$ cat config.mk
export PLATFORM = sky130hd
export DESIGN_NAME = csl_front_flat
export DESIGN_NICKNAME = d
export VERILOG_FILES = /design/src/sv/csl_pkg.sv /design/src/sv/csl_if.sv /design/src/sv/csl_front.sv /design/src/flat_wrapper.sv
export SDC_FILE = /design/constraint.sdc
export NUM_CORES = 1
export LEC_CHECK = 0
export ABC_AREA = 0
export BUFFER_PORTS_ARGS = -buffer_cell sky130_fd_sc_hd__buf_2
export CAP_MARGIN = 20
export CORE_ASPECT_RATIO = 1.5
export CORE_MARGIN = 10
export CORE_UTILIZATION = 52
export CTS_CLUSTER_SIZE = 24
export DETAILED_ROUTE_END_ITERATION = 10
export PLACE_DENSITY = 0.79
export SLEW_MARGIN = 10
export SYNTH_ARGS = -nofsm -noshare
export SYNTH_HDL_FRONTEND = slang
export SYNTH_SLANG_ARGS = --single-unit
$ cat constraint.sdc
create_clock -name clk -period 3.4 [get_ports clk]
set_input_delay 0.34 -clock clk [delete_from_list [all_inputs] [get_ports clk]]
set_output_delay 0.34 -clock clk [all_outputs]
set_load 0.05 [all_outputs]
$ cat src/sv/csl_pkg.sv
// Package for the cursor sequence list: default sizes, operation and status codes.
// Used by the channel interfaces and by the top, front and back modules; depends on nothing.
`default_nettype none

package csl_pkg;

    localparam int CAPACITY_DEF   = 256;
    localparam int DATA_WIDTH_DEF = 32;
    localparam int OP_WIDTH       = 3;
    localparam int STATUS_WIDTH   = 2;

    typedef enum logic [OP_WIDTH-1:0] {
        OP_START   = 3'd0,
        OP_ADVANCE = 3'd1,
        OP_INSERT  = 3'd2,
        OP_ATTACH  = 3'd3,
        OP_REMOVE  = 3'd4,
        OP_READ    = 3'd5
    } csl_op_t;

    typedef enum logic [STATUS_WIDTH-1:0] {
        STAT_OK      = 2'd0,
        STAT_FULL    = 2'd1,
        STAT_NO_ITEM = 2'd2
    } csl_status_t;

endpackage

`default_nettype wire

$ cat src/sv/csl_if.sv
// Valid/ready channel interfaces for the cursor sequence list: command and response.
// Depends on csl_pkg for default widths.
`default_nettype none

interface csl_cmd_if #(
    parameter int DATA_WIDTH = csl_pkg::DATA_WIDTH_DEF
);
    logic                          valid;
    logic                          ready;
    logic [csl_pkg::OP_WIDTH-1:0]  op;
    logic [DATA_WIDTH-1:0]         entry_value;

    modport source (output valid, output op, output entry_value, input ready);
    modport sink   (input valid, input op, input entry_value, output ready);
endinterface


`default_nettype wire

$ cat src/sv/csl_front.sv
// Front end of the cursor sequence list: accepts command items, decodes the op code
// and holds up to two items for the back end. Depends on csl_pkg and csl_if.
`default_nettype none

module csl_front #(
    parameter int DATA_WIDTH = csl_pkg::DATA_WIDTH_DEF
) (
    input  wire logic             clk,
    input  wire logic             rst_n,
    csl_cmd_if.sink               cmd,
    output      logic             task_valid,
    input  wire logic             task_ready,
    output      csl_pkg::csl_op_t task_op,
    output      logic [DATA_WIDTH-1:0] task_value
);

    csl_pkg::csl_op_t      op_q_reg  [2];
    logic [DATA_WIDTH-1:0] val_q_reg [2];
    logic                  wr_ptr_reg;
    logic                  rd_ptr_reg;
    logic [1:0]            fill_reg;
    csl_pkg::csl_op_t      op_dec;
    logic                  push;
    logic                  pop;

    // Unused op codes behave as a read.
    always_comb
    begin
        if (cmd.op > csl_pkg::OP_WIDTH'(csl_pkg::OP_READ))
        begin
            op_dec = csl_pkg::OP_READ;
        end
        else
        begin
            op_dec = csl_pkg::csl_op_t'(cmd.op);
        end
    end

    assign cmd.ready  = (fill_reg != 2'd2);
    assign task_valid = (fill_reg != 2'd0);
    assign task_op    = op_q_reg[rd_ptr_reg];
    assign task_value = val_q_reg[rd_ptr_reg];
    assign push       = cmd.valid && cmd.ready;
    assign pop        = task_valid && task_ready;

    always_ff @(posedge clk or negedge rst_n)
    begin
        if (!rst_n)
        begin
            wr_ptr_reg <= 1'b0;
            rd_ptr_reg <= 1'b0;
            fill_reg   <= 2'd0;
        end
        else
        begin
            if (push)
            begin
                wr_ptr_reg <= !wr_ptr_reg;
            end
            if (pop)
            begin
                rd_ptr_reg <= !rd_ptr_reg;
            end
            if (push && !pop)
            begin
                fill_reg <= fill_reg + 2'd1;
            end
            else if (pop && !push)
            begin
                fill_reg <= fill_reg - 2'd1;
            end
        end
    end

    always_ff @(posedge clk)
    begin
        if (push)
        begin
            op_q_reg[wr_ptr_reg]  <= op_dec;
            val_q_reg[wr_ptr_reg] <= cmd.entry_value;
        end
    end

endmodule

`default_nettype wire

$ cat src/flat_wrapper.sv
// flat-port wrapper written by rule: the top's interface ports become plain ports
module csl_front_flat 
#(
    parameter int DATA_WIDTH = csl_pkg::DATA_WIDTH_DEF
)
  (clk, rst_n, task_valid, task_ready, task_op, task_value, cmd_valid, cmd_op, cmd_entry_value, cmd_ready);
  csl_cmd_if #(.DATA_WIDTH(DATA_WIDTH)) cmd_i ();
  input  wire logic clk;
  input  wire logic rst_n;
  output      logic task_valid;
  input  wire logic task_ready;
  output      csl_pkg::csl_op_t task_op;
  output      logic [DATA_WIDTH-1:0] task_value;
  input wire logic [$bits(cmd_i.valid)-1:0] cmd_valid;
  input wire logic [$bits(cmd_i.op)-1:0] cmd_op;
  input wire logic [$bits(cmd_i.entry_value)-1:0] cmd_entry_value;
  output wire logic [$bits(cmd_i.ready)-1:0] cmd_ready;
  assign cmd_i.valid = cmd_valid;
  assign cmd_i.op = cmd_op;
  assign cmd_i.entry_value = cmd_entry_value;
  assign cmd_ready = cmd_i.ready;
  csl_front #(.DATA_WIDTH(DATA_WIDTH)) u_core (.clk(clk), .rst_n(rst_n), .cmd(cmd_i), .task_valid(task_valid), .task_ready(task_ready), .task_op(task_op), .task_value(task_value));
endmodule
==> summary.txt <==
Status: finished clean
Vias: 1420
Pre-Repair DR Iteration Count: 4
TritonCTS Sinks: 74
Via density: 4.95
Peak supply drop: 0.737 mV
Multi-input logic area: 616 um2
Final wirelength: 4.80 mm
Hold/Removal Path Class: input port to flop
Total track usage: 11.7%
Die Span X: 80.8 um
Final ANT Viol Nets: 0
Kind of critical path: flop to primary output
DP Area: 3290 um2
Net count after synthesis: 170
RSZ-0062 raised after global routing: false
Finished Core Util: 64.3%
Fin. Hold Viols: 0
Ys Warns: 0
Period utilization: 71.1%
Die Y-Extent: 111 um
Initial core utilization: 53.0%
Syn-to-layout area delta: 21.3%
Worst EP required: 3.06 ns
Fill cells: 421
Post-Syn Area per Cell: 22.2 um2
Clk pin slew, worst setup/hold paths: 0.07 ns
Layout cell share with drive strength beyond 1: 57.6%
Largest register FFs: 64
Htree depth: 3
Residual DRC: 0
Met2 Usage GRT: 18.7%
Worst skew pair latency: 0.33 ns
Design area: 3500 um2
Initial antenna violation count: 0
Max-Cap Viols: 0
Setup crit end kind: primary output
Cells after Synth: 130
Max Freq: 0.413 GHz
Max-slew violation count: 0
Sequential area share after synthesis: 76.3%
Lkg Pwr: 1.42 nW
Setup_tns: 0 ns
Number of global-route vias before repair: 1616
GP Congestion: 0.659
CTS buffer count: 9
GRT overflow: 0
Clock buffer depth: 2
Dpl hpwl: 3.39 mm
Synth Cell Area: 2890 um2
FF+latch count, synth: 74
First-pass GRT wire length: 7.91 mm
Data arrival, critical path: 2.08 ns
Max_slew headroom: 32.2%
Worst Tran Pin Value: 1.01 ns
Critical Path Start Type: flop
Port bufs: 75
Row count: 33
Routing usage on met1: 12.5%
Reg area: 2200 um2
Power per cell area: 1030 nW/um2
Clock skew: 0.00939 ns
Total Nets Final: 253
Postcts setup bufs: 0
Core outline area: 5450 um2
Final WS setup: 0.981 ns
Place WS: 1.29 ns
Die area: 9000 um2
WL/cell: 16.7 um
# diodes: 0
Busiest grt layer: met2
Post-cts sizing count: 0
Pin count of the biggest net entering global routing: 36
Top-Level Pins: 76
Met3 usage: 5.60%
Fin crit period: 2.42 ns
Synth unique cells: 18
CP Max Fanout: 25
Final setup vio count: 0
Root Buffer: clkbuf_8
CTS tree: built
Initial detailed-routing violation count: 83
==> worst paths after layout <==
path / from / end / slack (ns) / cells after the start
min: cmd_entry_value[0] / u_core.val_q_reg[0][0]$_DFFE_PP_ / 0.19 / 1
max in group asynchronous: rst_n / u_core.rd_ptr_reg$_DFFE_PN0P_ / 2.93 / 2
max reg2reg: u_core.fill_reg[0]$_DFFE_PN0P_ / u_core.val_q_reg[0][20]$_DFFE_PP_ / 1.52 / 3
min reg2reg: u_core.fill_reg[1]$_DFFE_PN0P_ / u_core.fill_reg[1]$_DFFE_PN0P_ / 0.50 / 1
max: u_core.rd_ptr_reg$_DFFE_PN0P_ / task_value[6] / 0.98 / 3
min in group asynchronous: rst_n / u_core.fill_reg[1]$_DFFE_PN0P_ / 0.34 / 2
==> per-stage QoR <==
step / std cells / power [mW] / hold slack (ns)
after global routing: 287 / 3.77 / 0.169
after CTS: 287 / 3.64 / 0.176
after detailed placement: 271 / 2.96 / 0.151
after floorplan: 130 / 2.72 / 0.0444
after global placement: 271 / 2.94 / 0.152
final: 287 / 3.59 / 0.193
==> layer usage <==
layer / part of all wire [%] / up-vias / routed length [um]
li1: - / 664 / -
met1: 36 / 695 / 1710
met2: 53 / 50 / 2540
met3: 8.3 / 11 / 400
met4: 3.0 / 0 / 144
met5: 0 / - / 0
==> kinds of logic (layout without fill, tap and decap cells) <==
kind of cell             count (synthesis)  count (layout)  share of synthesized area [%]
AND/OR/NAND/NOR                          8               8                           1.39
multiplexers                            35              35                           17.4
flip-flops                              74              74                           76.3
XOR/XNOR                                 5               5                           1.52
buffers and inverters                    6              93                           2.73
adder cells (fa/ha/maj)                  1               1                          0.433
AO/OA/AOI/OAI                            1               1                          0.260
==> layout by cell type (no fill, tap or decap), types with 2 or more instances in the layout <==
cell type	netlist	layout
buf_2	0	75
edfxtp_1	70	70
mux2_4	29	29
clkbuf_8	0	9
mux2_2	6	6
xnor2_1	3	3
dfrtp_1	4	3
nand2_1	2	2
xor2_1	2	2
clkbuf_1	1	2
bufinv_16	0	2
clkinv_1	0	2
==> area by class of cell <==
type / count / share of cell area [%]
clock inverter: 4 / 1.93
sequential: 74 / 62.9
inverter: 1 / 0.107
multi-input combinational: 50 / 17.6
tap: 70 / 2.50
timing repair buffer: 77 / 11.2
clock buffer: 11 / 3.75
==> worst max-delay path, stage by stage (launching register included) <==
cell and delay [ns]:
dfrtp_2 0.82, buf_4 0.37, mux2_4 0.32, buf_2 0.21
==> power breakdown <==
group / internal (mW) / switching, mW / leakage (nW)
sequential: 1.25 / 0.135 / 0.696
clock: 0.405 / 0.275 / 0.0985
combinational: 0.495 / 1.03 / 0.623
total: 2.15 / 1.44 / 1.42
==> cells in the mapped netlist <==
cell type,instances,area (um2)
buf_6,1,11.3
or2_1,1,6.26
mux2_4,29,435
inv_1,1,3.75
and3_1,1,6.26
ha_1,1,12.5
nor2_1,2,7.51
a21o_1,1,7.51
dfrtp_1,4,100
xnor2_1,3,26.3
clkbuf_1,1,3.75
mux2_2,6,67.6
edfxtp_1,70,2100
xor2_1,2,17.5
nand2b_1,1,6.26
nor2b_1,1,6.26
buf_12,3,60.1
nand2_1,2,7.51
==> repair_timing <==
item	4_1_cts	5_1_grt
hold buffers	1	0
hold endpoints to repair	4	0
endpoints found under the setup margin	0	0
Note: power is estimated with default switching activity, not from simulation.
